File: config.mk
export PLATFORM = sky130hd
export DESIGN_NAME = epoch_seconds_to_calendar
export DESIGN_NICKNAME = d
export VERILOG_FILES = /design/src/rtl/ep2cal_pkg.sv /design/src/rtl/epoch_seconds_to_calendar.sv
export VERILOG_INCLUDE_DIRS = /design/src /design/src/rtl
export SDC_FILE = /design/constraint.sdc
export NUM_CORES = 1
export LEC_CHECK = 0
export BUFFER_PORTS_ARGS = -buffer_cell sky130_fd_sc_hd__buf_2
export CORE_UTILIZATION = 65
export DETAILED_ROUTE_END_ITERATION = 6
export PLACE_DENSITY = 0.88
export SYNTH_ARGS = -nofsm -noshare
export SYNTH_HDL_FRONTEND = slang
export SYNTH_SLANG_ARGS = --single-unit
File: constraint.sdc
create_clock -name i_clk -period 14.5 [get_ports i_clk]
set_clock_uncertainty 0.2 [all_clocks]
set_input_delay 1.45 -clock i_clk [delete_from_list [all_inputs] [get_ports i_clk]]
set_output_delay 1.45 -clock i_clk [all_outputs]
set_load 0.005 [all_outputs]
File: src/rtl/epoch_seconds_to_calendar_defines.svh
// Assertion macros shared by the RTL of the epoch-to-calendar converter.
// No dependencies; the asserting module includes this file by name.
`ifndef EPOCH_SECONDS_TO_CALENDAR_DEFINES_SVH
`define EPOCH_SECONDS_TO_CALENDAR_DEFINES_SVH

// Same-cycle implication, checked at every rising clock edge out of reset.
`define EP2CAL_ASSERT_NOW(lbl, clk, rst_n, ante, cons, msg) \
    lbl: assert property (@(posedge clk) disable iff (!(rst_n)) (ante) |-> (cons)) \
        else $error(msg);

// Next-cycle implication, checked at every rising clock edge out of reset.
`define EP2CAL_ASSERT_NEXT(lbl, clk, rst_n, ante, cons, msg) \
    lbl: assert property (@(posedge clk) disable iff (!(rst_n)) (ante) |=> (cons)) \
        else $error(msg);

`endif

File: src/rtl/ep2cal_pkg.sv
// Constants and types for the epoch-to-calendar converter.
// No dependencies; imported by epoch_seconds_to_calendar.
`default_nettype none

package ep2cal_pkg;

    localparam int unsigned SECS_W  = 32;
    localparam int unsigned DAYS_W  = 16;   // at most 49710 whole days
    localparam int unsigned REST_W  = 17;   // seconds within a day, below 86400
    localparam int unsigned YEAR_W  = 12;
    localparam int unsigned MONTH_W = 4;
    localparam int unsigned DAY_W   = 5;
    localparam int unsigned HOUR_W  = 5;
    localparam int unsigned MIN_W   = 6;
    localparam int unsigned SEC_W   = 6;

    localparam int unsigned IN_TDATA_W  = 32;
    localparam int unsigned OUT_TDATA_W = 40;

    // Seconds per day is 128 * 675; the quotient by 675 uses a rounded-up
    // reciprocal scaled by 2^35, which is exact for any 25-bit dividend.
    localparam logic [25:0] RECIP_675   = 26'd50903317;
    localparam logic [16:0] SECS_DAY    = 17'd86400;
    // Four-year cycle of 1461 days; reciprocal scaled by 2^26, exact here.
    localparam logic [15:0] RECIP_1461  = 16'd45934;
    localparam logic [10:0] DAYS_CYCLE  = 11'd1461;
    // Hours: (rest / 16) / 225, reciprocal scaled by 2^20.
    localparam logic [12:0] RECIP_225   = 13'd4661;
    localparam logic [11:0] SECS_HOUR   = 12'd3600;
    // Minutes: (rest / 4) / 15, reciprocal scaled by 2^16.
    localparam logic [12:0] RECIP_15    = 13'd4370;
    localparam logic [5:0]  SECS_MIN    = 6'd60;

    localparam logic [YEAR_W-1:0] FIRST_YEAR = 12'd1970;

    // Day-of-year boundaries of the first three years in a cycle.
    // The cycle starts at 1970: two common years, one leap year, one common.
    localparam logic [10:0] CYC_Y1 = 11'd365;
    localparam logic [10:0] CYC_Y2 = 11'd730;
    localparam logic [10:0] CYC_Y3 = 11'd1096;
    localparam logic [1:0]  LEAP_OFFSET = 2'd2;

    // First day of each month in a common year, counted from zero.
    localparam logic [8:0] MONTH_START [12] = '{
        9'd0,   9'd31,  9'd59,  9'd90,  9'd120, 9'd151,
        9'd181, 9'd212, 9'd243, 9'd273, 9'd304, 9'd334
    };

    typedef struct packed {
        logic [SEC_W-1:0]   second;
        logic [MIN_W-1:0]   minute;
        logic [HOUR_W-1:0]  hour;
        logic [DAY_W-1:0]   day_of_month;
        logic [MONTH_W-1:0] month;
        logic [YEAR_W-1:0]  year;
    } t_calendar;

endpackage

`default_nettype wire

File: src/rtl/epoch_seconds_to_calendar.sv
// Converter from a 32-bit seconds-since-1970 count to year, month, day,
// hour, minute and second. Depends on ep2cal_pkg and the defines header.
`default_nettype none

// epoch_seconds_to_calendar is a seven-stage pipeline. A request enters on the
// s_axis side, its calendar result leaves on the m_axis side, and a new request
// can be taken in every cycle unless the output stalls. The whole pipeline
// moves as one: it advances whenever its last stage is empty or the result
// there is being taken, so a stalled output holds every stage in place and
// nothing is lost or repeated. Divisions by constants are done with exact
// reciprocal products; each stage has one multiply, stage 2 two, all registered:
// stage 1 splits whole days, stage 2 forms the day product and the four-year
// cycle count, stage 3 gives the second of the day and the day within the
// cycle, stage 4 gives the hour and the year, stage 5 the month and day,
// stage 6 the minute and stage 7 the second. Every year divisible by four is
// a leap year, 2100 included. The block holds no state between requests.

module epoch_seconds_to_calendar
    import ep2cal_pkg::*;
(
    input  wire                    i_clk,
    input  wire                    i_rst_n,

    input  wire                    s_axis_tvalid,
    output logic                   s_axis_tready,
    // [31:0] epoch_seconds
    input  wire [IN_TDATA_W-1:0]   s_axis_tdata,

    output logic                   m_axis_tvalid,
    input  wire                    m_axis_tready,
    // [11:0] year, [15:12] month, [20:16] day_of_month, [25:21] hour,
    // [31:26] minute, [37:32] second, [39:38] zero
    output logic [OUT_TDATA_W-1:0] m_axis_tdata
);

`include "epoch_seconds_to_calendar_defines.svh"

    localparam int unsigned STAGES = 7;

    // Pipeline advance: the last stage is empty or its result is taken.
    logic              w_adv;
    logic [STAGES:1]   r_vld;
    logic [STAGES:1]   n_vld;

    // Stage 1
    logic [50:0]       w_p1;
    logic [DAYS_W-1:0] n_s1_days;
    logic [DAYS_W-1:0] r_s1_days;
    logic [REST_W-1:0] r_s1_lo;

    // Stage 2
    logic [32:0]       w_p2_day;
    logic [31:0]       w_p2_cyc;
    logic [REST_W-1:0] n_s2_dprod;
    logic [5:0]        n_s2_q4;
    logic [REST_W-1:0] r_s2_dprod;
    logic [5:0]        r_s2_q4;
    logic [DAYS_W-1:0] r_s2_days;
    logic [REST_W-1:0] r_s2_lo;

    // Stage 3
    logic [16:0]       w_p3;
    logic [15:0]       w_doy4_full;
    logic [REST_W-1:0] n_s3_rest;
    logic [10:0]       n_s3_doy4;
    logic [REST_W-1:0] r_s3_rest;
    logic [10:0]       r_s3_doy4;
    logic [5:0]        r_s3_q4;

    // Stage 4
    logic [25:0]       w_p4;
    logic [1:0]        w_yoff;
    logic [10:0]       w_ybase;
    logic [HOUR_W-1:0] n_s4_hour;
    logic [YEAR_W-1:0] n_s4_year;
    logic [8:0]        n_s4_dy;
    logic              n_s4_leap;
    logic [REST_W-1:0] r_s4_rest;
    logic [HOUR_W-1:0] r_s4_hour;
    logic [YEAR_W-1:0] r_s4_year;
    logic [8:0]        r_s4_dy;
    logic              r_s4_leap;

    // Stage 5
    logic [16:0]        w_p5;
    logic [8:0]         w_mstart;
    logic [11:0]        n_s5_remh;
    logic [MONTH_W-1:0] n_s5_month;
    logic [DAY_W-1:0]   n_s5_day;
    logic [11:0]        r_s5_remh;
    logic [HOUR_W-1:0]  r_s5_hour;
    logic [YEAR_W-1:0]  r_s5_year;
    logic [MONTH_W-1:0] r_s5_month;
    logic [DAY_W-1:0]   r_s5_day;

    // Stage 6
    logic [22:0]        w_p6;
    logic [MIN_W-1:0]   n_s6_min;
    logic [MIN_W-1:0]   r_s6_min;
    logic [11:0]        r_s6_remh;
    logic [HOUR_W-1:0]  r_s6_hour;
    logic [YEAR_W-1:0]  r_s6_year;
    logic [MONTH_W-1:0] r_s6_month;
    logic [DAY_W-1:0]   r_s6_day;

    // Stage 7
    logic [11:0]        w_p7;
    t_calendar          n_out;
    t_calendar          r_out;

    assign w_adv         = !r_vld[STAGES] || m_axis_tready;
    assign s_axis_tready = w_adv;
    assign m_axis_tvalid = r_vld[STAGES];
    assign m_axis_tdata  = {{(OUT_TDATA_W - $bits(t_calendar)){1'b0}}, r_out};

    always_comb begin
        n_vld = {r_vld[STAGES-1:1], s_axis_tvalid};
    end

    always_ff @(posedge i_clk) begin
        if (!i_rst_n) begin
            r_vld <= '0;
        end else if (w_adv) begin
            r_vld <= n_vld;
        end
    end

    // Stage 1: whole days = (seconds / 128) / 675.
    always_comb begin
        w_p1      = 51'(s_axis_tdata[31:7]) * 51'(RECIP_675);
        n_s1_days = w_p1[50:35];
    end

    // Stage 2: day count times 86400 (only the low bits matter, since the
    // difference is below 86400) and the number of whole four-year cycles.
    always_comb begin
        w_p2_day   = 33'(r_s1_days) * 33'(SECS_DAY);
        w_p2_cyc   = 32'(r_s1_days) * 32'(RECIP_1461);
        n_s2_dprod = w_p2_day[REST_W-1:0];
        n_s2_q4    = w_p2_cyc[31:26];
    end

    // Stage 3: second of the day, and day within the four-year cycle.
    always_comb begin
        w_p3        = 17'(r_s2_q4) * 17'(DAYS_CYCLE);
        n_s3_rest   = r_s2_lo - r_s2_dprod;
        w_doy4_full = r_s2_days - w_p3[15:0];
        n_s3_doy4   = w_doy4_full[10:0];
    end

    // Stage 4: hour, and which year of the cycle holds the day.
    always_comb begin
        w_p4      = 26'(r_s3_rest[16:4]) * 26'(RECIP_225);
        n_s4_hour = w_p4[24:20];
        if (r_s3_doy4 >= CYC_Y3) begin
            w_yoff  = 2'd3;
            w_ybase = CYC_Y3;
        end else if (r_s3_doy4 >= CYC_Y2) begin
            w_yoff  = 2'd2;
            w_ybase = CYC_Y2;
        end else if (r_s3_doy4 >= CYC_Y1) begin
            w_yoff  = 2'd1;
            w_ybase = CYC_Y1;
        end else begin
            w_yoff  = 2'd0;
            w_ybase = '0;
        end
        n_s4_dy   = 9'(r_s3_doy4 - w_ybase);
        n_s4_leap = (w_yoff == LEAP_OFFSET);
        n_s4_year = FIRST_YEAR + {4'd0, r_s3_q4, 2'd0} + {10'd0, w_yoff};
    end

    // Stage 5: seconds within the hour, month and day of month. A leap year
    // pushes every month after February one day later.
    always_comb begin
        w_p5       = 17'(r_s4_hour) * 17'(SECS_HOUR);
        n_s5_remh  = 12'(r_s4_rest - w_p5);
        n_s5_month = 4'd1;
        w_mstart   = '0;
        for (int m = 1; m < 12; m++) begin
            if (r_s4_dy >= MONTH_START[m] + ((m >= 2 && r_s4_leap) ? 9'd1 : 9'd0)) begin
                n_s5_month = 4'(m + 1);
                w_mstart   = MONTH_START[m] + ((m >= 2 && r_s4_leap) ? 9'd1 : 9'd0);
            end
        end
        n_s5_day = 5'(r_s4_dy - w_mstart + 9'd1);
    end

    // Stage 6: minute = (seconds in hour / 4) / 15.
    always_comb begin
        w_p6     = 23'(r_s5_remh[11:2]) * 23'(RECIP_15);
        n_s6_min = w_p6[21:16];
    end

    // Stage 7: second of the minute, and the packed result.
    always_comb begin
        w_p7                = 12'(r_s6_min) * 12'(SECS_MIN);
        n_out.second        = 6'(r_s6_remh - w_p7);
        n_out.minute        = r_s6_min;
        n_out.hour          = r_s6_hour;
        n_out.day_of_month  = r_s6_day;
        n_out.month         = r_s6_month;
        n_out.year          = r_s6_year;
    end

    always_ff @(posedge i_clk) begin
        if (w_adv) begin
            r_s1_days  <= n_s1_days;
            r_s1_lo    <= s_axis_tdata[REST_W-1:0];

            r_s2_dprod <= n_s2_dprod;
            r_s2_q4    <= n_s2_q4;
            r_s2_days  <= r_s1_days;
            r_s2_lo    <= r_s1_lo;

            r_s3_rest  <= n_s3_rest;
            r_s3_doy4  <= n_s3_doy4;
            r_s3_q4    <= r_s2_q4;

            r_s4_rest  <= r_s3_rest;
            r_s4_hour  <= n_s4_hour;
            r_s4_year  <= n_s4_year;
            r_s4_dy    <= n_s4_dy;
            r_s4_leap  <= n_s4_leap;

            r_s5_remh  <= n_s5_remh;
            r_s5_hour  <= r_s4_hour;
            r_s5_year  <= r_s4_year;
            r_s5_month <= n_s5_month;
            r_s5_day   <= n_s5_day;

            r_s6_min   <= n_s6_min;
            r_s6_remh  <= r_s5_remh;
            r_s6_hour  <= r_s5_hour;
            r_s6_year  <= r_s5_year;
            r_s6_month <= r_s5_month;
            r_s6_day   <= r_s5_day;

            r_out      <= n_out;
        end
    end

    // A held pipeline keeps its occupancy unchanged.
    `EP2CAL_ASSERT_NEXT(a_stall_holds, i_clk, i_rst_n, !w_adv, $stable(r_vld), "stall moved pipeline")
    // An advance shifts occupancy by exactly one stage.
    `EP2CAL_ASSERT_NEXT(a_adv_shift, i_clk, i_rst_n, w_adv, r_vld[STAGES] == $past(r_vld[STAGES-1]), "occupancy lost")
    // Results leaving the block have a month from 1 to 12 and a day from 1 to 31.
    `EP2CAL_ASSERT_NOW(a_date_range, i_clk, i_rst_n, m_axis_tvalid, r_out.month >= 4'd1 && r_out.month <= 4'd12 && r_out.day_of_month >= 5'd1 && r_out.day_of_month <= 5'd31, "date out of range")
    // Results leaving the block are valid times of day.
    `EP2CAL_ASSERT_NOW(a_time_range, i_clk, i_rst_n, m_axis_tvalid, r_out.hour < 5'd24 && r_out.minute < 6'd60 && r_out.second < 6'd60, "time out of range")

endmodule

`default_nettype wire

## After elaboration in Yosys (flattened, before gate mapping)

Index checks and enable logic that the tools add are counted.

| word-level totals | value |
|---|---|
| register bits after elaboration | 271 |
| input bits | 36 |
| word-level logic and storage cells | 106 |

| operators by class | value |
|---|---|
| $add $sub $neg | 19 |
| multipliers | 8 |
| $lt $le $gt $ge | 14 |
| equality and inequality tests | 1 |
| mux-type cells | 28 |
| reductions and logical operators | 3 |

Operators with widths:

| cell | count |
|---|---|
| >= comparator 9 bit | 10 |
| two-way mux 5 bit | 11 |
| multiplier 25 x 26 -> 51 bit (second input constant) | 1 |
| adder 8 x 1 -> 9 bit (first input constant) | 4 |
| multiplier 16 x 15 -> 31 bit (second input constant) | 1 |
| adder 9 x 1 -> 9 bit (first input constant) | 3 |
| two-way mux 9 bit | 3 |
| multiplier 13 x 13 -> 25 bit (second input constant) | 1 |
| multiplier 10 x 12 -> 21 bit (second input constant) | 1 |
| two-way mux 4 bit | 5 |
| subtractor 17 bit | 1 |
| adder 7 x 1 -> 8 bit (first input constant) | 2 |
| multiplier 16 x 10 -> 10 bit (second input constant) | 1 |
| adder 11 x 8 -> 12 bit (first input constant) | 1 |
| adder 12 x 2 -> 12 bit | 1 |
| two-way mux 3 bit | 4 |
| subtractor 12 bit | 1 |
| >= comparator 11 x 10 -> 1 bit (second input constant) | 1 |
| >= comparator 11 bit (second input constant) | 1 |
| >= comparator 11 x 9 -> 1 bit (second input constant) | 1 |
| multiplier 6 x 11 -> 11 bit (second input constant) | 1 |
| subtractor 11 bit | 1 |
| >= comparator 9 x 5 -> 1 bit (second input constant) | 1 |
| subtractor 9 bit | 1 |
| 12 further kinds | 15 |

## Longest topological paths before layout

| logic depth | value |
|---|---|
| word-level depth | 15 |
| gate-level depth with buffers | 24 |

## Worst setup path after synthesis

No wires, ideal clock.

| path | value |
|---|---|
| kind | in2out |
| start | input port m_axis_tready |
| end | output port s_axis_tready |
| arrival | 6,825 ps |
| path slack | 6,025 ps |
| stages | 3 |
| buffers on the path | 1 |
| cells stage by stage | nor2b_1 > clkbuf_1 > inv_1 |

| on the way | value |
|---|---|
| cells in the longest elaborated chain, start to end | 1 |

RTL lines:

| element | RTL line | RTL |
|---|---|---|
| from (decl) | epoch_seconds_to_calendar.sv:30 | `input wire m_axis_tready,` |
| logical OR 1 bit | epoch_seconds_to_calendar.sv:111 | `assign w_adv = !r_vld[STAGES] \|\| m_axis_tready;` |
| to (decl) | epoch_seconds_to_calendar.sv:25 | `output logic s_axis_tready,` |

No other way between the ends.

## Worst setup path in the final report

| path | value |
|---|---|
| start | input port s_axis_tdata[12] |
| end | register r_s1_days[15] (data pin) |

| on the way | value |
|---|---|
| cells in the longest elaborated chain, start to end | 1 |

RTL lines:

| element | RTL line | RTL |
|---|---|---|
| from (decl) | epoch_seconds_to_calendar.sv:27 | `input wire [IN_TDATA_W-1:0] s_axis_tdata,` |
| multiplier 25 x 26 -> 51 bit | epoch_seconds_to_calendar.sv:130 | `w_p1 = 51'(s_axis_tdata[31:7]) * 51'(RECIP_675);` |
| net w_p1[50] | epoch_seconds_to_calendar.sv:46 | `logic [50:0] w_p1;` |
| to (signal assigned) | epoch_seconds_to_calendar.sv:208 | `r_s1_days <= n_s1_days;` |
| to (decl) | epoch_seconds_to_calendar.sv:48 | `logic [DAYS_W-1:0] r_s1_days;` |

The timed path passes the listed nets, and every way through them passes these cells.
A chain may end at the register's enable or synchronous reset.

==> reports/qor_table.md <==
| Stage | Item | This run |
|---|---|---|
| timing | Final-report setup violation count | 0 |
| worst hold path | Startpoint of the lowest-slack hold path | r_s3_rest[0]$_DFFE_PP_ |
| worst hold path | Min-Delay Path Depth | 0 |
| worst setup path | R2R cell count | 19 |
| drt | First drt pass iteration count | 5 |
| synthesis | Post-synthesis async set-or-reset flop share | 0 |
| worst hold path | Worst min-delay path category | flip-flop to flip-flop |
| global route | Remaining global-route overflow | 0 |
| final layout | Antenna cell count | 0 |
| synthesis | Count of flip-flops with a built-in enable after synthesis | 263 |
| die | Number of ports placed on the die boundary | 78 |
| worst setup path | End of the worst register-to-register path | r_s2_q4[4]$_DFFE_PP_ |
| worst hold path | Endpoint of the worst hold-timing path | r_s4_rest[0]$_DFFE_PP_ |
| timing | RSZ-0062 raised after global routing | no |
| drt | Iteration-0 DRC Markers | 971 |
| timing | Minimum clock period | 7.32 ns |
| die | Floorplan row count | 77 |
| timing | Final critical-path setup slack | 7.18 ns |
| worst setup path | Startpoint of the most critical register-to-register path | r_s1_days[12]$_DFFE_PP_ |
| synthesis | Part of the Yosys area used for sequential elements | 0.275 |
| global route | Wire length of the first global-routing pass | 98,800 um |
| clock tree | Number of buffers inserted during clock tree synthesis | 28 |
| clock tree | Clk Tree Root Cell | clkbuf_16 |
| timing | Maximum clock rate | 137 MHz |
| clock tree | Resize count post-CTS | 0 |
| place | GP Congestion | 0.923 |
| drt | Avg WL per Cell | 18.2 um |
| synthesis | Synthesized cell area | 0.0292 sq mm |
| global route | Via count of the first global-routing pass | 20,300 |
| drt | Post-route DRC | 0 |
| worst setup path | Worst Path Class, Setup | input pin to flip-flop |
| drt | Vias per inst | 5.57 |
| timing | Worst-Margin Slew | 1.08 ns |
| final layout | Final instance count without filler cells | 3,256 |
| final layout | Net count, final | 3,652 |
| timing | Max transition margin | 0.282 |
| die | Die height | 214 um |
| worst setup path | CP startpoint kind | input pin |
| synthesis | Number of unique standard cell types used by synthesis | 69 |
| worst setup path | Critical Path End Type | flip-flop |
| clock tree | Clock slew at the register clock pins of the worst setup and hold paths | 0.06 ns |
| synthesis | Flop and latch count out of synthesis | 270 |
| global route | Largest net degree at the start of global routing | 86 |
| global route | Initial antenna violation count | 0 |
| die | Initial cell density of the core | 0.660 |
| final layout | Layout overhead on the synthesized area | 7.17% |
| synthesis | Count of mapped cells out of synthesis | 2,542 |
| timing | Number of failing hold endpoints at the final stage | 0 |
| clock tree | Num Clock Sinks | 270 |
| place | Port Buffer Count | 75 |
| clock tree | TritonCTS clock tree | done |
| drt | Total via count in the routed design | 18,100 |
| die | Full die area | 0.0458 sq mm |
| clock tree | Max Buffers Root-to-Sink | 3 |
| worst setup path | Largest fanout on the critical path | 12 |
| final layout | Share of cells above drive strength 1 | 0.0526 |
| timing | Total negative slack | 0 ns |
| global route | Global routing usage summed across all routing layers | 0.270 |
| clock tree | Worst-Skew Late Latency | 0.57 ns |
| die | Area of the core | 0.0443 sq mm |
| place | Post-placement worst setup slack | 6.64 ns |
| drt | Routed wire length | 59,300 um |
| timing | Tcrit/Tclk final | 0.505 |
| final layout | Layout fillers | 3,010 |
| worst setup path | Data required time of the critical path | 14.74 ns |
| job | Count of maximum capacitance violations | 0 |
| timing | Final Hold Slack | 0.213 ns |
| synthesis | Most used DFF post-synth | edfxtp_1 |
| synthesis | Post-synthesis area per instance | 11.5 sq um |
| synthesis | Yosys warning total | 0 |
| clock tree | Total of hold buffers inserted after clock tree synthesis | 0 |
| status | Status | completed |
| clock tree | Buffers inserted by post-CTS timing repair | 0 |
| die | Die width | 214 um |
| worst setup path | Signal arrival time at the worst endpoint | 7.55 ns |
| place | HPWL after detailed placement | 48,300 um |
| place | Total instance count after detailed placement | 3,205 |
| worst setup path | Worst reg-to-reg setup slack | 8.15 ns |
| drt | Antenna Violating Nets Remaining | 0 |
| timing | Final max-slew violation count | 0 |
| clock tree | H-Tree Level Count | 1 |
-- per-layer routing --
metal / part of all wire / track usage / wire [um] / up-vias
met5: 0 / 0 / 0 / -
met4: 0.033 / 0.0876 / 1970 / 0
met3: 0.035 / 0.0235 / 2060 / 149
met2: 0.54 / 0.514 / 31800 / 408
met1: 0.40 / 0.318 / 23500 / 9094
li1: - / - / - / 8488
-- sequential cells by signal, summed over array words and instances, names as in the netlist, 6 cells and up --
| signal | cells |
|---|---|
| r_s6_year | 12 |
| r_s5_year | 12 |
| r_s2_days | 11 |
| r_s3_q4 | 6 |
| r_s3_doy4 | 11 |
| r_s2_q4 | 6 |
| r_vld | 7 |
| r_s2_dprod | 9 |
| r_s6_remh | 6 |
| r_s6_min | 6 |
| r_s1_days | 16 |
| r_s4_dy | 9 |
| m_axis_tdata | 38 |
| r_s4_year | 12 |
| r_s2_lo | 17 |
| r_s4_rest | 12 |
| r_s5_remh | 12 |
| r_s3_rest | 17 |
| r_s1_lo | 17 |
-- synth_stat cells, drive strengths merged, types with 15 or more instances --
| cell type | instances | share of area |
|---|---|---|
| nor3 | 15 | 0.0026 |
| xor2 | 32 | 0.0096 |
| nand2b | 15 | 0.0035 |
| a21oi | 73 | 0.013 |
| nand2 | 63 | 0.0081 |
| a21boi | 18 | 0.0048 |
| nor2b | 17 | 0.0036 |
| nor2 | 43 | 0.0055 |
| inv | 698 | 0.090 |
| fa | 343 | 0.23 |
| a21o | 40 | 0.010 |
| edfxtp | 263 | 0.27 |
| nand3 | 19 | 0.0033 |
| xnor2 | 71 | 0.021 |
| o21ai | 56 | 0.0097 |
| ha | 630 | 0.27 |
-- cells by family (layout without fill, tap and decap cells) --
group                    after synthesis  in the layout  share of synthesized area
AO/OA/AOI/OAI                        264            264                     0.0585
XOR/XNOR                             103            103                     0.0309
other                                  1              2                   0.000128
adder cells (fa/ha/maj)              973            973                      0.505
buffers and inverters                706            827                     0.0918
AND/OR/NAND/NOR                      223            223                     0.0385
flip-flops                           270            270                      0.275
multiplexers                           2              2                   0.000685
-- metrics by stage --
step	instance area, sq um	util
2_1_floorplan	29200	-
3_3_place_gp	30300	0.684
3_5_place_dp	30300	0.684
4_1_cts	31300	0.707
5_1_grt	31300	0.707
6_report	31300	0.707
-- worst max-delay path by stage --
stage          slack (ns)                 endpoint        startpoint
4_1_cts              7.23  r_s1_days[15]$_DFFE_PP_  s_axis_tdata[12]
3_5_place_dp         6.64  r_s1_days[15]$_DFFE_PP_  s_axis_tdata[12]
3_3_place_gp         6.71  r_s1_days[15]$_DFFE_PP_  s_axis_tdata[12]
2_1_floorplan        6.02            s_axis_tready     m_axis_tready
5_1_grt              6.87  r_s1_days[15]$_DFFE_PP_  s_axis_tdata[12]
6_report             7.18  r_s1_days[15]$_DFFE_PP_  s_axis_tdata[12]
-- cell type report --
| class | count | area (sq um) | share of cell area |
|---|---|---|---|
| Multi-Input combinational cell | 1567 | 18500 | 0.591 |
| Sequential cell | 270 | 8040 | 0.257 |
| Inverter | 698 | 2630 | 0.0839 |
| Tap cell | 592 | 741 | 0.0236 |
| Clock buffer | 31 | 712 | 0.0227 |
| Timing Repair Buffer | 78 | 398 | 0.0127 |
| Clock inverter | 20 | 300 | 0.00958 |
-- cell usage in the layout (no fill, tap or decap), drive strengths merged, types with 5 or more instances in the layout --
cell type  instances
a31oi              9
inv              701
dfxtp              7
nor3              15
nand2b            15
o211ai            10
a211oi            10
nor2              43
a21o              40
clkbuf            31
fa               343
nand3             19
or3                5
o21ai             56
a21boi            18
nand2             63
o21bai             9
edfxtp           263
nor2b             17
bufinv             6
a21oi             73
xor2              32
nand4             12
xnor2             71
clkinv            10
buf               78
o21a              10
a2111oi            5
ha               630
and3              12
-- critical path, cell delays in order --
cell and delay [ns]:
buf_2 0.32, inv_1 0.14, ha_1 0.36, inv_1 0.12
fa_1 0.42, ha_1 0.28, inv_1 0.05, fa_1 0.49
inv_1 0.05, fa_1 0.46, fa_1 0.54, inv_1 0.05
fa_1 0.53, inv_1 0.04, ha_1 0.33, a21oi_1 0.17
nor2b_1 0.06, o311ai_1 0.48, a21oi_1 0.27, o21ai_2 0.26
a31oi_2 0.17, or4_1 0.41, nand3_1 0.09
Power is left out: the tool's default activity adds up to more than one toggle a clock period on the data nets, which glitch-free logic cannot reach.
